$ cat config.mk
export PLATFORM = sky130hd
export DESIGN_NAME = alpha_outline_vertex_finder_core_flat
export DESIGN_NICKNAME = d
export VERILOG_FILES = /design/src/aovf_pkg.sv /design/src/aovf_pixel_if.sv /design/src/aovf_vertex_if.sv /design/src/aovf_cfg_regs.sv /design/src/aovf_col_mem.sv /design/src/aovf_row_mem.sv /design/src/alpha_outline_vertex_finder_core.sv /design/src/flat_wrapper.sv
export SDC_FILE = /design/constraint.sdc
export NUM_CORES = 2
export LEC_CHECK = 0
export BUFFER_PORTS_ARGS = -buffer_cell sky130_fd_sc_hd__buf_2
export CAP_MARGIN = 20
export CORE_ASPECT_RATIO = 0.7
export CORE_MARGIN = 2
export CORE_UTILIZATION = 30
export DETAILED_ROUTE_END_ITERATION = 16
export SYNTH_ARGS = -nofsm -noshare
export SYNTH_HDL_FRONTEND = slang
export SYNTH_SLANG_ARGS = --single-unit
$ cat constraint.sdc
create_clock -name clk_i -period 6.85 [get_ports clk_i]
set_clock_uncertainty 0.15 [all_clocks]
set_input_delay 1.0275 -clock clk_i [delete_from_list [all_inputs] [get_ports clk_i]]
set_output_delay 1.0275 -clock clk_i [all_outputs]
set_load 0.01 [all_outputs]
$ cat src/aovf_pkg.sv
// Package for the alpha outline vertex finder.
// Holds field widths, register indexes, reset values and shared types.
// No dependencies.
package aovf_pkg;

  localparam int ALPHA_W    = 8;
  localparam int VX_W       = 5;
  localparam int VY_W       = 8;
  localparam int FW_W       = 6;
  localparam int FH_W       = 9;
  localparam int CFG_IDX_W  = 2;
  localparam int CFG_DATA_W = 9;

  localparam int MAX_WIDTH_DEF  = 32;
  localparam int MAX_HEIGHT_DEF = 256;

  localparam logic [CFG_IDX_W-1:0] CFG_ALPHA_THRESHOLD = 2'd0;
  localparam logic [CFG_IDX_W-1:0] CFG_FRAME_WIDTH     = 2'd1;
  localparam logic [CFG_IDX_W-1:0] CFG_FRAME_HEIGHT    = 2'd2;

  localparam logic [ALPHA_W-1:0] THRESHOLD_RST = 8'd0;
  localparam logic [FW_W-1:0]    WIDTH_RST     = 6'd32;
  localparam logic [FH_W-1:0]    HEIGHT_RST    = 9'd32;

  typedef struct packed {
    logic [VX_W-1:0] vertex_x;
    logic [VY_W-1:0] vertex_y;
    logic            from_column_pass;
    logic            run_end;
  } vertex_t;

  typedef struct packed {
    logic clear;
    logic mark;
    logic border_we;
    logic opaque;
    logic rd_en;
  } col_ctl_t;

endpackage

$ cat src/aovf_pixel_if.sv
// Pixel channel of the alpha outline vertex finder: one alpha word per pixel.
// Depends on aovf_pkg.
interface aovf_pixel_if import aovf_pkg::*; ();
  logic               valid;
  logic               ready;
  logic [ALPHA_W-1:0] alpha_value;

  modport source (output valid, output alpha_value, input ready);
  modport sink (input valid, input alpha_value, output ready);
endinterface

$ cat src/aovf_vertex_if.sv
// Vertex channel of the alpha outline vertex finder: one vertex per word.
// Depends on aovf_pkg.
interface aovf_vertex_if import aovf_pkg::*; ();
  logic            valid;
  logic            ready;
  logic [VX_W-1:0] vertex_x;
  logic [VY_W-1:0] vertex_y;
  logic            from_column_pass;
  logic            run_end;

  modport source (output valid, output vertex_x, output vertex_y,
                  output from_column_pass, output run_end, input ready);
  modport sink (input valid, input vertex_x, input vertex_y,
                input from_column_pass, input run_end, output ready);
endinterface

$ cat src/aovf_cfg_regs.sv
// Configuration registers and clamped frame limits.
// Depends on aovf_pkg.
module aovf_cfg_regs import aovf_pkg::*; #(
  parameter int MaxWidth  = MAX_WIDTH_DEF,
  parameter int MaxHeight = MAX_HEIGHT_DEF
) (
  input  logic                          clk_i,
  input  logic                          rst_ni,
  input  logic                          cfg_we_i,
  input  logic [CFG_IDX_W-1:0]          cfg_idx_i,
  input  logic [CFG_DATA_W-1:0]         cfg_data_i,
  output logic [ALPHA_W-1:0]            threshold_o,
  output logic [$clog2(MaxWidth)-1:0]   w_last_o,
  output logic [$clog2(MaxHeight)-1:0]  h_last_o
);

  localparam int XW  = $clog2(MaxWidth);
  localparam int YW  = $clog2(MaxHeight);
  localparam int WCW = (FW_W > $clog2(MaxWidth + 1)) ? FW_W : $clog2(MaxWidth + 1);
  localparam int HCW = (FH_W > $clog2(MaxHeight + 1)) ? FH_W : $clog2(MaxHeight + 1);

  logic [ALPHA_W-1:0] thr_q;
  logic [FW_W-1:0]    fw_q;
  logic [FH_W-1:0]    fh_q;
  logic [WCW-1:0]     fw_e;
  logic [HCW-1:0]     fh_e;

  always_ff @(posedge clk_i or negedge rst_ni) begin
    if (!rst_ni) begin
      thr_q <= THRESHOLD_RST;
      fw_q  <= WIDTH_RST;
      fh_q  <= HEIGHT_RST;
    end else if (cfg_we_i) begin
      case (cfg_idx_i)
        CFG_ALPHA_THRESHOLD: thr_q <= cfg_data_i[ALPHA_W-1:0];
        CFG_FRAME_WIDTH:     fw_q  <= cfg_data_i[FW_W-1:0];
        CFG_FRAME_HEIGHT:    fh_q  <= cfg_data_i[FH_W-1:0];
        default: ;
      endcase
    end
  end

  assign fw_e = WCW'(fw_q);
  assign fh_e = HCW'(fh_q);

  always_comb begin
    if (fw_e < WCW'(3)) begin
      w_last_o = XW'(2);
    end else if (fw_e > WCW'(MaxWidth)) begin
      w_last_o = XW'(MaxWidth - 1);
    end else begin
      w_last_o = XW'(fw_e - WCW'(1));
    end
    if (fh_e < HCW'(3)) begin
      h_last_o = YW'(2);
    end else if (fh_e > HCW'(MaxHeight)) begin
      h_last_o = YW'(MaxHeight - 1);
    end else begin
      h_last_o = YW'(fh_e - HCW'(1));
    end
  end

  assign threshold_o = thr_q;

endmodule

$ cat src/aovf_col_mem.sv
// Per-column memories: first and last opaque interior row, with valid and
// bottom border flags in flip-flops. Depends on aovf_pkg.
module aovf_col_mem import aovf_pkg::*; #(
  parameter int MaxWidth  = MAX_WIDTH_DEF,
  parameter int MaxHeight = MAX_HEIGHT_DEF
) (
  input  logic                          clk_i,
  input  logic                          rst_ni,
  input  col_ctl_t                      ctl_i,
  input  logic [$clog2(MaxWidth)-1:0]   wr_x_i,
  input  logic [$clog2(MaxHeight)-1:0]  wr_y_i,
  input  logic [$clog2(MaxWidth)-1:0]   rd_x_i,
  output logic [$clog2(MaxHeight)-1:0]  first_o,
  output logic [$clog2(MaxHeight)-1:0]  last_o,
  output logic                          first_v_o,
  output logic                          last_v_o,
  output logic                          border_o
);

  localparam int YW = $clog2(MaxHeight);

  logic [YW-1:0]       first_mem [MaxWidth];
  logic [YW-1:0]       last_mem  [MaxWidth];
  logic [MaxWidth-1:0] fv_q;
  logic [MaxWidth-1:0] lv_q;
  logic [MaxWidth-1:0] border_q;

  always_ff @(posedge clk_i or negedge rst_ni) begin
    if (!rst_ni) begin
      fv_q     <= '0;
      lv_q     <= '0;
      border_q <= '0;
    end else if (ctl_i.clear) begin
      fv_q     <= '0;
      lv_q     <= '0;
      border_q <= '0;
    end else begin
      if (ctl_i.mark) begin
        if (!fv_q[wr_x_i]) begin
          fv_q[wr_x_i] <= 1'b1;
        end else begin
          lv_q[wr_x_i] <= 1'b1;
        end
      end
      if (ctl_i.border_we) begin
        border_q[wr_x_i] <= ctl_i.opaque;
      end
    end
  end

  always_ff @(posedge clk_i) begin
    if (ctl_i.mark && !fv_q[wr_x_i]) begin
      first_mem[wr_x_i] <= wr_y_i;
    end
    if (ctl_i.mark && fv_q[wr_x_i]) begin
      last_mem[wr_x_i] <= wr_y_i;
    end
    if (ctl_i.rd_en) begin
      first_o   <= first_mem[rd_x_i];
      last_o    <= last_mem[rd_x_i];
      first_v_o <= fv_q[rd_x_i];
      last_v_o  <= lv_q[rd_x_i];
      border_o  <= border_q[rd_x_i];
    end
  end

endmodule

$ cat src/aovf_row_mem.sv
// Per-row memory of the start and end columns given by the row pass.
// One write port and two registered read ports. Depends on aovf_pkg.
module aovf_row_mem import aovf_pkg::*; #(
  parameter int MaxWidth  = MAX_WIDTH_DEF,
  parameter int MaxHeight = MAX_HEIGHT_DEF
) (
  input  logic                          clk_i,
  input  logic                          we_i,
  input  logic [$clog2(MaxHeight)-1:0]  waddr_i,
  input  logic [$clog2(MaxWidth)-1:0]   wstart_i,
  input  logic [$clog2(MaxWidth)-1:0]   wend_i,
  input  logic                          re_i,
  input  logic [$clog2(MaxHeight)-1:0]  raddr_a_i,
  input  logic [$clog2(MaxHeight)-1:0]  raddr_b_i,
  output logic [$clog2(MaxWidth)-1:0]   start_a_o,
  output logic [$clog2(MaxWidth)-1:0]   end_a_o,
  output logic [$clog2(MaxWidth)-1:0]   start_b_o,
  output logic [$clog2(MaxWidth)-1:0]   end_b_o
);

  localparam int XW = $clog2(MaxWidth);

  logic [2*XW-1:0] mem [MaxHeight];

  always_ff @(posedge clk_i) begin
    if (we_i) begin
      mem[waddr_i] <= {wstart_i, wend_i};
    end
    if (re_i) begin
      {start_a_o, end_a_o} <= mem[raddr_a_i];
      {start_b_o, end_b_o} <= mem[raddr_b_i];
    end
  end

endmodule

$ cat src/alpha_outline_vertex_finder_core.sv
// Top level of the alpha outline vertex finder: raster counters, row pass,
// column pass sequencer and output register. Depends on aovf_pkg, the two
// channel interfaces, aovf_cfg_regs, aovf_col_mem and aovf_row_mem.
//
//   channel  direction  word
//   pix_i    in         alpha_value of the next pixel in raster order
//   vtx_o    out        vertex_x, vertex_y, from_column_pass, run_end
//   cfg      in         write enable, register index, write data
//
// A pixel is taken every cycle while the output register is free or drained.
// An interior row whose end gives two vertices holds the input in S_ROW2 until
// its second vertex is loaded. After a frame's last pixel the column pass visits
// each interior column, then S_FIN, taking no pixel; each read goes through the
// column memory and then both row memory ports. Output stalls stretch this.
// Reset clears counters and column flags; the row memory needs no clearing.
module alpha_outline_vertex_finder_core import aovf_pkg::*; #(
  parameter int MaxWidth  = MAX_WIDTH_DEF,
  parameter int MaxHeight = MAX_HEIGHT_DEF
) (
  input  logic                  clk_i,
  input  logic                  rst_ni,
  aovf_pixel_if.sink            pix_i,
  aovf_vertex_if.source         vtx_o,
  input  logic                  cfg_we_i,
  input  logic [CFG_IDX_W-1:0]  cfg_idx_i,
  input  logic [CFG_DATA_W-1:0] cfg_data_i
);

  localparam int XW = $clog2(MaxWidth);
  localparam int YW = $clog2(MaxHeight);

  localparam logic [2:0] S_PIX  = 3'd0;
  localparam logic [2:0] S_ROW2 = 3'd1;
  localparam logic [2:0] S_CRD  = 3'd2;
  localparam logic [2:0] S_RRD  = 3'd3;
  localparam logic [2:0] S_E1   = 3'd4;
  localparam logic [2:0] S_E2   = 3'd5;
  localparam logic [2:0] S_FIN  = 3'd6;

  logic [ALPHA_W-1:0] thr;
  logic [XW-1:0]      w_last;
  logic [YW-1:0]      h_last;

  logic [2:0]    st_q, st_d;
  logic [XW-1:0] x_q, y_dummy_unused_guard;
  logic [YW-1:0] y_q;
  logic [XW-1:0] rsf_q, rlo_q;
  logic [XW-1:0] cx_q, cx_d, cx_nxt;
  logic          out_v_q;
  vertex_t       out_q, out_d;
  logic          out_load, out_free;
  vertex_t       hold_q, hold_d;
  logic          pend_v_q, pend_v_d;
  vertex_t       pend_q, pend_d;

  logic          pix_acc, opaque, last_col, last_row, in_row, in_col;
  logic [XW-1:0] row_end;

  col_ctl_t      col_ctl;
  logic [YW-1:0] col_first, col_last;
  logic          col_fv, col_lv, col_border;

  logic          row_we, row_re;
  logic [XW-1:0] ra_s, ra_e, rb_s, rb_e;

  logic          c1_v, c2_v, cand_v;
  vertex_t       cand;

  function automatic vertex_t mk(input logic [XW-1:0] vx, input logic [YW-1:0] vy,
                                 input logic cp, input logic re);
    logic [XW+VX_W-1:0] xe;
    logic [YW+VY_W-1:0] ye;
    vertex_t            v;
    xe = {{VX_W{1'b0}}, vx};
    ye = {{VY_W{1'b0}}, vy};
    v.vertex_x         = xe[VX_W-1:0];
    v.vertex_y         = ye[VY_W-1:0];
    v.from_column_pass = cp;
    v.run_end          = re;
    return v;
  endfunction

  aovf_cfg_regs #(.MaxWidth(MaxWidth), .MaxHeight(MaxHeight)) u_cfg (
    .clk_i       (clk_i),
    .rst_ni      (rst_ni),
    .cfg_we_i    (cfg_we_i),
    .cfg_idx_i   (cfg_idx_i),
    .cfg_data_i  (cfg_data_i),
    .threshold_o (thr),
    .w_last_o    (w_last),
    .h_last_o    (h_last)
  );

  aovf_col_mem #(.MaxWidth(MaxWidth), .MaxHeight(MaxHeight)) u_col (
    .clk_i     (clk_i),
    .rst_ni    (rst_ni),
    .ctl_i     (col_ctl),
    .wr_x_i    (x_q),
    .wr_y_i    (y_q),
    .rd_x_i    (cx_q),
    .first_o   (col_first),
    .last_o    (col_last),
    .first_v_o (col_fv),
    .last_v_o  (col_lv),
    .border_o  (col_border)
  );

  aovf_row_mem #(.MaxWidth(MaxWidth), .MaxHeight(MaxHeight)) u_row (
    .clk_i     (clk_i),
    .we_i      (row_we),
    .waddr_i   (y_q),
    .wstart_i  (rsf_q),
    .wend_i    (row_end),
    .re_i      (row_re),
    .raddr_a_i (col_first),
    .raddr_b_i (col_last),
    .start_a_o (ra_s),
    .end_a_o   (ra_e),
    .start_b_o (rb_s),
    .end_b_o   (rb_e)
  );

  assign y_dummy_unused_guard = x_q;

  assign out_free    = !out_v_q || vtx_o.ready;
  assign pix_i.ready = (st_q == S_PIX) && out_free;
  assign pix_acc     = pix_i.valid && pix_i.ready;

  assign opaque   = pix_i.alpha_value > thr;
  assign last_col = x_q >= w_last;
  assign last_row = y_q >= h_last;
  assign in_row   = (y_q != '0) && !last_row;
  assign in_col   = (y_dummy_unused_guard != '0) && !last_col;
  assign row_end  = ((rlo_q != '0) && !opaque) ? rlo_q : '0;

  assign c1_v   = col_fv && (ra_s != cx_q) && (ra_e != cx_q);
  assign c2_v   = col_lv && !col_border && (rb_s != cx_q) && (rb_e != cx_q);
  assign cand_v = (st_q == S_E1) ? c1_v : c2_v;
  assign cand   = mk(cx_q, (st_q == S_E1) ? col_first : col_last, 1'b1, 1'b0);
  assign cx_nxt = cx_q + XW'(1);

  always_comb begin
    st_d     = st_q;
    cx_d     = cx_q;
    pend_v_d = pend_v_q;
    pend_d   = pend_q;
    hold_d   = hold_q;
    out_load = 1'b0;
    out_d    = pend_q;
    col_ctl  = '0;
    row_we   = 1'b0;
    row_re   = 1'b0;
    case (st_q)
      S_PIX: begin
        if (pix_acc) begin
          col_ctl.clear     = (x_q == '0) && (y_q == '0);
          col_ctl.mark      = in_col && in_row && opaque;
          col_ctl.border_we = in_col && last_row;
          col_ctl.opaque    = opaque;
          if (last_col && in_row) begin
            row_we = 1'b1;
            if (rsf_q != '0) begin
              out_load = 1'b1;
              if (row_end != '0) begin
                out_d  = mk(rsf_q, y_q, 1'b0, 1'b0);
                hold_d = mk(row_end, y_q, 1'b0, 1'b1);
                st_d   = S_ROW2;
              end else begin
                out_d = mk(rsf_q, y_q, 1'b0, 1'b1);
              end
            end
          end
          if (last_col && last_row) begin
            cx_d = XW'(1);
            st_d = S_CRD;
          end
        end
      end
      S_ROW2: begin
        if (out_free) begin
          out_load = 1'b1;
          out_d    = hold_q;
          st_d     = S_PIX;
        end
      end
      S_CRD: begin
        col_ctl.rd_en = 1'b1;
        st_d          = S_RRD;
      end
      S_RRD: begin
        row_re = 1'b1;
        st_d   = S_E1;
      end
      S_E1, S_E2: begin
        if (!(cand_v && pend_v_q && !out_free)) begin
          if (cand_v) begin
            if (pend_v_q) begin
              out_load = 1'b1;
              out_d    = pend_q;
            end
            pend_d   = cand;
            pend_v_d = 1'b1;
          end
          if (st_q == S_E1) begin
            st_d = S_E2;
          end else if (cx_nxt >= w_last) begin
            st_d = S_FIN;
          end else begin
            cx_d = cx_nxt;
            st_d = S_CRD;
          end
        end
      end
      S_FIN: begin
        if (!pend_v_q) begin
          st_d = S_PIX;
        end else if (out_free) begin
          out_load      = 1'b1;
          out_d         = pend_q;
          out_d.run_end = 1'b1;
          pend_v_d      = 1'b0;
          st_d          = S_PIX;
        end
      end
      default: st_d = S_PIX;
    endcase
  end

  always_ff @(posedge clk_i or negedge rst_ni) begin
    if (!rst_ni) begin
      st_q     <= S_PIX;
      cx_q     <= '0;
      x_q      <= '0;
      y_q      <= '0;
      rsf_q    <= '0;
      rlo_q    <= '0;
      out_v_q  <= 1'b0;
      pend_v_q <= 1'b0;
    end else begin
      st_q     <= st_d;
      cx_q     <= cx_d;
      pend_v_q <= pend_v_d;
      if (out_load) begin
        out_v_q <= 1'b1;
      end else if (vtx_o.ready) begin
        out_v_q <= 1'b0;
      end
      if (pix_acc) begin
        if (last_col) begin
          rsf_q <= '0;
          rlo_q <= '0;
          x_q   <= '0;
          y_q   <= last_row ? '0 : y_q + YW'(1);
        end else begin
          x_q <= x_q + XW'(1);
          if (in_row && in_col && opaque) begin
            if (rsf_q == '0) begin
              rsf_q <= x_q;
            end else begin
              rlo_q <= x_q;
            end
          end
        end
      end
    end
  end

  always_ff @(posedge clk_i) begin
    pend_q <= pend_d;
    hold_q <= hold_d;
    if (out_load) begin
      out_q <= out_d;
    end
  end

  assign vtx_o.valid            = out_v_q;
  assign vtx_o.vertex_x         = out_q.vertex_x;
  assign vtx_o.vertex_y         = out_q.vertex_y;
  assign vtx_o.from_column_pass = out_q.from_column_pass;
  assign vtx_o.run_end          = out_q.run_end;

endmodule
$ cat src/flat_wrapper.sv
// flat-port wrapper written by rule: the top's interface ports become plain ports
module alpha_outline_vertex_finder_core_flat import aovf_pkg::*;
#(
  parameter int MaxWidth  = MAX_WIDTH_DEF,
  parameter int MaxHeight = MAX_HEIGHT_DEF
)
  (clk_i, rst_ni, cfg_we_i, cfg_idx_i, cfg_data_i, pix_i_valid, pix_i_alpha_value, pix_i_ready, vtx_o_valid, vtx_o_vertex_x, vtx_o_vertex_y, vtx_o_from_column_pass, vtx_o_run_end, vtx_o_ready);
  aovf_pixel_if pix_i_i ();
  aovf_vertex_if vtx_o_i ();
  input  logic clk_i;
  input  logic rst_ni;
  input  logic cfg_we_i;
  input  logic [CFG_IDX_W-1:0] cfg_idx_i;
  input  logic [CFG_DATA_W-1:0] cfg_data_i;
  input wire logic [$bits(pix_i_i.valid)-1:0] pix_i_valid;
  input wire logic [$bits(pix_i_i.alpha_value)-1:0] pix_i_alpha_value;
  output wire logic [$bits(pix_i_i.ready)-1:0] pix_i_ready;
  output wire logic [$bits(vtx_o_i.valid)-1:0] vtx_o_valid;
  output wire logic [$bits(vtx_o_i.vertex_x)-1:0] vtx_o_vertex_x;
  output wire logic [$bits(vtx_o_i.vertex_y)-1:0] vtx_o_vertex_y;
  output wire logic [$bits(vtx_o_i.from_column_pass)-1:0] vtx_o_from_column_pass;
  output wire logic [$bits(vtx_o_i.run_end)-1:0] vtx_o_run_end;
  input wire logic [$bits(vtx_o_i.ready)-1:0] vtx_o_ready;
  assign pix_i_i.valid = pix_i_valid;
  assign pix_i_i.alpha_value = pix_i_alpha_value;
  assign pix_i_ready = pix_i_i.ready;
  assign vtx_o_valid = vtx_o_i.valid;
  assign vtx_o_vertex_x = vtx_o_i.vertex_x;
  assign vtx_o_vertex_y = vtx_o_i.vertex_y;
  assign vtx_o_from_column_pass = vtx_o_i.from_column_pass;
  assign vtx_o_run_end = vtx_o_i.run_end;
  assign vtx_o_i.ready = vtx_o_ready;
  alpha_outline_vertex_finder_core #(.MaxWidth(MaxWidth), .MaxHeight(MaxHeight)) u_core (.clk_i(clk_i), .rst_ni(rst_ni), .pix_i(pix_i_i), .vtx_o(vtx_o_i), .cfg_we_i(cfg_we_i), .cfg_idx_i(cfg_idx_i), .cfg_data_i(cfg_data_i));
endmodule
# Yosys cells after proc, flatten, opt, wreduce, memory -nomap -nowiden
# Memory sizes are Yosys's and may differ from the RTL's. A register that Yosys moved wholly into a read port is not among the register bits.
# Cells that the tools add are included.
[word_totals]
register_bits = 196
ramBits = 3072
input_bits = 24
output_inout_bits = 17
elab_cells = 219
memories = 3
[classes]
add_sub_neg = 5
order_cmp = 11
eq_ne = 23
n_mux = 88
n_bitwise = 3
reduce_logical = 61
[memory_table]
columns = ["memory", "words", "width", "read_ports", "rd_ports_with_merged_regs", "write_ports", "line", "text"]
rows = [
  ["u_core.u_row.mem", 256, 10, 2, 2, 1, "aovf_row_mem.sv:23", "logic [2*XW-1:0] mem [MaxHeight];"],
  ["u_core.u_col.first_mem", 32, 8, 1, 1, 1, "aovf_col_mem.sv:22", "logic [YW-1:0] first_mem [MaxWidth];"],
  ["u_core.u_col.last_mem", 32, 8, 1, 1, 1, "aovf_col_mem.sv:23", "logic [YW-1:0] last_mem [MaxWidth];"],
]
[ops]
columns = ["op", "count"]
rows = [
  ["2-to-1 mux 32 bit", 8],
  ["2-to-1 mux 5 bit", 15],
  ["bitwise OR 32 bit", 2],
  ["2-to-1 mux 15 bit", 4],
  ["one-hot mux 15 bit (3 select lines)", 1],
  ["2-to-1 mux 1 bit", 34],
  ["bitwise mux 32 bit", 1],
  ["2-to-1 mux 8 bit", 4],
  ["2-to-1 mux 3 bit", 10],
  ["logical AND 1 bit", 21],
  ["binary-select mux 1 bit (select 5 bit)", 4],
  ["!= test 5 bit", 4],
  ["nonzero test 5 bit", 4],
  ["one-hot mux 3 bit (6 select lines)", 1],
  ["nonzero test 2 bit", 8],
  ["< comparator 5 x 6 -> 1 bit (second input constant)", 2],
  ["AND reduction 2 bit", 6],
  ["AND reduction 3 bit", 4],
  ["adder 5 x 1 -> 5 bit (second input constant)", 2],
  [">= comparator 5 bit", 2],
  ["logical NOT 5 bit", 2],
  ["one-hot mux 5 bit (2 select lines)", 1],
  ["AND reduction 5 bit", 2],
  ["== test 3 bit (second input constant)", 3],
  ["other kinds (30)", 46],
]

# Depth between registers and ports, before layout
[depth]
word_depth = 13
mapped_depth = 16
ltp_nobuf = 13

# Cells and area by module
# From an unflattened synthesis, not the netlist that was laid out.
[unflattened]
cells_unflattened = 7852
area_unflattened_um2 = 152134.7
[modules_own_cells]
columns = ["mod", "n_inst", "cells_per_inst", "area_each_um2", "seq_area_each_um2"]
rows = [
  ["aovf_row_mem", 1, 5980, 120287.9, 77474.3],
  ["aovf_col_mem", 1, 1348, 25911.1, 18347.6],
  ["alpha_outline_vertex_finder_core", 1, 410, 4648.2, 2057.0],
  ["aovf_cfg_regs", 1, 114, 1287.5, 578.1],
]

# Least setup slack after synthesis
# Ideal clock, no wire load.
[synth_path]
kind = "in2reg"
from = "in pix_i_alpha_value[2]"
to = "reg u_core.hold_q[14] (netlist name) (data pin)"
setup_time_ps = 871
arrival_ps = 5500
required_ps = 5829
path_slack_ps = 329
cell_stages = 5
n_path_buf = 0
path_cell_list = "ha_1 and3_1 a221o_1 o211ai_1 and2_1"
[synth_between]
elab_chain_len = 4
[synth_rtl]
columns = ["item", "line", "text"]
rows = [
  ["start: declaration", "flat_wrapper.sv:16", "input wire logic [$bits(pix_i_i.alpha_value)-1:0] pix_i_alpha_value;"],
  ["> comparator 8 bit", "alpha_outline_vertex_finder_core.sv:129", "assign opaque = pix_i.alpha_value > thr;"],
  ["logical NOT 1 bit", "alpha_outline_vertex_finder_core.sv:134", "assign row_end = ((rlo_q != '0) && !opaque) ? rlo_q : '0;"],
  ["logical AND 1 bit", "alpha_outline_vertex_finder_core.sv:134", ""],
  ["2-to-1 mux 5 bit", "alpha_outline_vertex_finder_core.sv:134", ""],
  ["named net u_core.row_end[4]", "alpha_outline_vertex_finder_core.sv:57", "logic [XW-1:0] row_end;"],
  ["end signal: assignment", "alpha_outline_vertex_finder_core.sv:270", "hold_q <= hold_d;"],
  ["end: declaration", "alpha_outline_vertex_finder_core.sv:52", "vertex_t hold_q, hold_d;"],
]
# The timed path passes the listed nets, and every way through them passes these cells.
# A chain may end at the register's enable or synchronous reset.

# Worst setup path in the final report
[layout_path]
from = "reg u_core.u_cfg.fh_q[3] (netlist: u_core.u_cfg.fh_e[3])"
to = "mem u_core.u_row.mem[21][1] (netlist name), enable pin"
[layout_between]
elab_chain_len = 12
word_cells_on_any_way = 14
cone_classes = "1 x add/sub; 3 x order compare; 7 x mux; 3 x reduce/logical"
[layout_rtl]
columns = ["item", "line", "text"]
rows = [
  ["start: declaration", "aovf_cfg_regs.sv:24", "logic [FH_W-1:0] fh_q;"],
  ["start signal: assignment", "aovf_cfg_regs.sv:37", "CFG_FRAME_HEIGHT: fh_q <= cfg_data_i[FH_W-1:0];"],
  ["subtractor 8 x 1 -> 8 bit or > comparator 9 bit (tied branches)", "aovf_cfg_regs.sv:59, aovf_cfg_regs.sv:56", ""],
  ["2-to-1 mux 8 bit", "aovf_cfg_regs.sv:56", "end else if (fh_e > HCW'(MaxHeight)) begin"],
  ["2-to-1 mux 8 bit (*)", "aovf_cfg_regs.sv:54", "if (fh_e < HCW'(3)) begin"],
  [">= comparator 8 bit (*)", "alpha_outline_vertex_finder_core.sv:131", "assign last_row = y_q >= h_last;"],
  ["logical NOT 1 bit (*)", "alpha_outline_vertex_finder_core.sv:132", "assign in_row = (y_q != '0) && !last_row;"],
  ["logical AND 1 bit (*)", "alpha_outline_vertex_finder_core.sv:132", ""],
  ["logical AND 1 bit (*)", "alpha_outline_vertex_finder_core.sv:160", "if (last_col && in_row) begin"],
  ["2-to-1 mux 1 bit (*)", "alpha_outline_vertex_finder_core.sv:160", ""],
  ["2-to-1 mux 1 bit (*)", "alpha_outline_vertex_finder_core.sv:155", "if (pix_acc) begin"],
  ["2-to-1 mux 1 bit (*)", "alpha_outline_vertex_finder_core.sv:153", "case (st_q)"],
  ["2-to-1 mux 1 bit (*)", "aovf_row_mem.sv:26", "if (we_i) begin"],
  ["2-to-1 mux 1 bit (not written as such) (*)", "aovf_row_mem.sv:27", "mem[waddr_i] <= {wstart_i, wend_i};"],
  ["end: declaration", "aovf_row_mem.sv:23", ""],
]
# Every way passes the cells marked *; elsewhere a longest branch is shown, timed or not.

==> summary.txt <==
Worst-Skew Late Latency: 0.92 ns
r2r setup slk: 1.18 ns
worst hold-check path type: input pin to asynchronous set/reset pin
area of placed instances: 159,000 sq um
quantity of gates resized following cts: 0
crit end category: register
CP cell instances: or4_1 -> nor2_1 -> nand2_1 -> o21a_1 -> o21a_1 -> ha_1 -> nand2b_1 -> a211o_1 -> a21oi_1 -> o21ai_1 -> buf_4 -> nor3_2 -> buf_4 -> nand3_1 -> nor2_1
Peak VDD IR: 0.000279 V
fillers: 46,300
placed cell count: 14,400
post-synthesis sequential area ratio: 65.7%
# IOs: 41
largest net degree at the start of global routing: 131
Hold Vio Cnt, Final: 0
first-pass GRT wire length: 698 mm
Arrival @ worst endpoint: 6.06 ns
postcts setup bufs: 0
routed wl met3: 75.4 mm
hpwl dp: 334 mm
DIE WIDTH: 848 um
Leakage: 52.8 nW
Finish-stage setup viols: 0
PwrDens: 276 nW/um^2
gr usage total: 19.4%
clock-pin slew on the worst setup and hold paths: 0.07 ns
Pins Over Slew Limit: 0
RR Startpoint: u_core.u_cfg.fh_e[3]
Final Util: 34.1%
fin area: 170,000 sq um
Crit-path slowest cell: nor2_1
fin nets: 8,163
number of synthesized flops with an enable pin: 3,152
Final WS setup: 1.18 ns
Wirelength per Cell: 33.7 um
Overflow after GRT: 0
critical path class: register to register
H-tree Lvls: 5
Synth area leader: edfxtp_1
Synth Instances: 7,923
DR iter-0 viols: 17,000
WHS: 0.0615 ns
Slew HR: 14.9%
worst r2r path cells: 15
die height: 595 um
max capacitance violation total: 0
Initial Util: 30.1%
layout cells sized above 1: 29.2%
wirelength, routed: 507 mm
CTS tree: yes
Yosys reg bits: 3,304
row count: 217
vias: 90,200
antenna-violating nets left: 0
outcome: complete, no violations
Critical Path RT: 7.24 ns
CTS Hold Buffers Added: 0
Die Area: 505,000 sq um
met2 wire len: 212 mm
Core Region: 498,000 sq um
crit path launch type: register
fin crit period: 5.67 ns
RSZ-0062 raised after global routing: no
IO Port Bufs: 40
P&R area growth vs syn: 13.5%
gpl congestion: 0.959
Cell Area, Synth: 150,000 sq um
Async S/R FF share, synth: 4.60%
Yosys top cell area share: 63.2%
Post-Route M1 WL: 203 mm
Post-Route Setup TNS: 0 ns
DRT Pass-1 Iters: 7
Pwr Total: 47.0 mW
most instantiated cells after synthesis: edfxtp_1 (3,152), mux4_2 (1,345), nor2_1 (420)
worst r2r dst: u_core.u_row.mem[21][1]
Final period util: 82.8%
most numerous cell in the Yosys netlist: edfxtp_1
top sig layer: met5
initial antenna violation count: 45
vias per cell: 5.99
crit-path max cell delay: 0.97 ns
slew of the pin with the lowest slew margin: 1.27 ns
Netlist cell types: 75
vias in the first global route: 85,900
total CTS buffers: 320
Area contributors post-synth: edfxtp_1 (63%), mux4_2 (20%), dfrtp_1 (2.5%)
Crit Path Max Fanout: 14
pre-CTS WS: 1.23 ns
CTS root buf: clkbuf_16
fin cells: 15,100
clock sink count: 3,304
Post-synth top flop: edfxtp_1
DRC errors left: 0
Syn Area/Cell: 18.9 sq um
clock buffer depth: 4
Fmax achieved: 0.176 GHz
Synth warnings: 0
## critical path: cells and delay by family (launching register included)
family / cells / cell delay, ns
AO/OA/AOI/OAI: 5 / 1.06
adder cells (fa/ha/maj): 1 / 0.29
buffers and inverters: 2 / 0.60
flip-flops: 1 / 0.43
AND/OR/NAND/NOR: 7 / 2.73
## cell families after synthesis
group / after synthesis / share of synthesized area [%]
multiplexers: 1701 / 22.6
AO/OA/AOI/OAI: 1201 / 5.81
flip-flops: 3304 / 65.7
AND/OR/NAND/NOR: 983 / 2.97
buffers and inverters: 661 / 2.31
other: 1 / 0.00250
adder cells (fa/ha/maj): 40 / 0.334
XOR/XNOR: 32 / 0.187
## registers in the layout, indices dropped and copies added, names as in the netlist, 6 cells and up
name                      cells
u_core.u_col.lv_q            32
u_core.y_q                    8
u_core.u_col.last_o           8
u_core.u_col.first_o          8
u_core.u_cfg.fh_e             9
u_core.u_cfg.fw_e             6
u_core.pend_q                13
u_core.vtx_o.vertex_y         8
u_core.u_col.border_q        32
u_core.u_col.first_mem      256
u_core.u_row.mem           2560
u_core.u_col.fv_q            32
u_core.hold_q                13
u_core.u_cfg.threshold_o      8
u_core.u_col.last_mem       256
## routing by layer
metal | vias to the layer above | track usage (%)
li1 | 34200 | -
met1 | 48000 | 28.0
met2 | 6978 | 26.6
met3 | 928 | 7.59
met4 | 56 | 5.87
met5 | - | 0.389
## final cells by class
type                    instances  area, sq um  area share, %
multi-input cells            3983        48200           28.4
clock buffers                 371         8470           4.99
diodes                         23         57.6         0.0339
well taps                    6679         8360           4.92
inverters                      46          174          0.102
repair buffers                444         3950           2.32
flip-flops and latches       3304        98500           58.0
clock inverters               206         2250           1.32
## power by group
part           internal, mW  leakage [nW]  switching (mW)  total [mW]
clock network          10.6          5.20            8.04        18.6
registers              23.8          30.8           0.453        24.2
logic                 0.710          16.9            3.43        4.14
## cell usage in the layout (no fill, tap or decap), drive strengths merged, types with 16 or more instances in the layout
| cell type | instances |
|---|---|
| o21ai | 155 |
| a221oi | 86 |
| xnor2 | 19 |
| a211oi | 47 |
| clkinv | 124 |
| nor4 | 19 |
| mux2 | 49 |
| o31ai | 42 |
| nand3 | 67 |
| inv | 57 |
| buf | 439 |
| nor3 | 116 |
| or2 | 18 |
| dfrtp | 150 |
| bufinv | 44 |
| nand2b | 21 |
| mux2i | 307 |
| a22oi | 223 |
| conb | 26 |
| nand2 | 210 |
| o21a | 46 |
| a21oi | 149 |
| a22o | 133 |
| a21o | 16 |
| clkbuf | 376 |
| nor2b | 34 |
| mux4 | 1345 |
| clkinvlp | 27 |
| ha | 40 |
| edfxtp | 3152 |
| nand4 | 16 |
| nor2 | 432 |
| o211ai | 37 |
| o22ai | 81 |
| o311ai | 17 |
| o221ai | 94 |
| diode | 23 |
## how the worst max path moves through the flow
stage	slack, ns	end	start	cells past startpoint
floorplan	0.33	u_core.hold_q[14]	pix_i_alpha_value[2]	5
global placement	1.07	u_core.u_row.mem[140][7]	u_core.u_cfg.fh_e[3]	14
detailed placement	1.23	u_core.u_row.mem[21][1]	u_core.u_cfg.fh_e[3]	15
CTS	1.22	u_core.u_row.mem[21][4]	u_core.u_cfg.fh_e[3]	15
global route	1.01	u_core.u_row.mem[21][4]	u_core.u_cfg.fh_e[2]	15
finish	1.18	u_core.u_row.mem[21][1]	u_core.u_cfg.fh_e[3]	15
(Power assumes the default switching activity.)
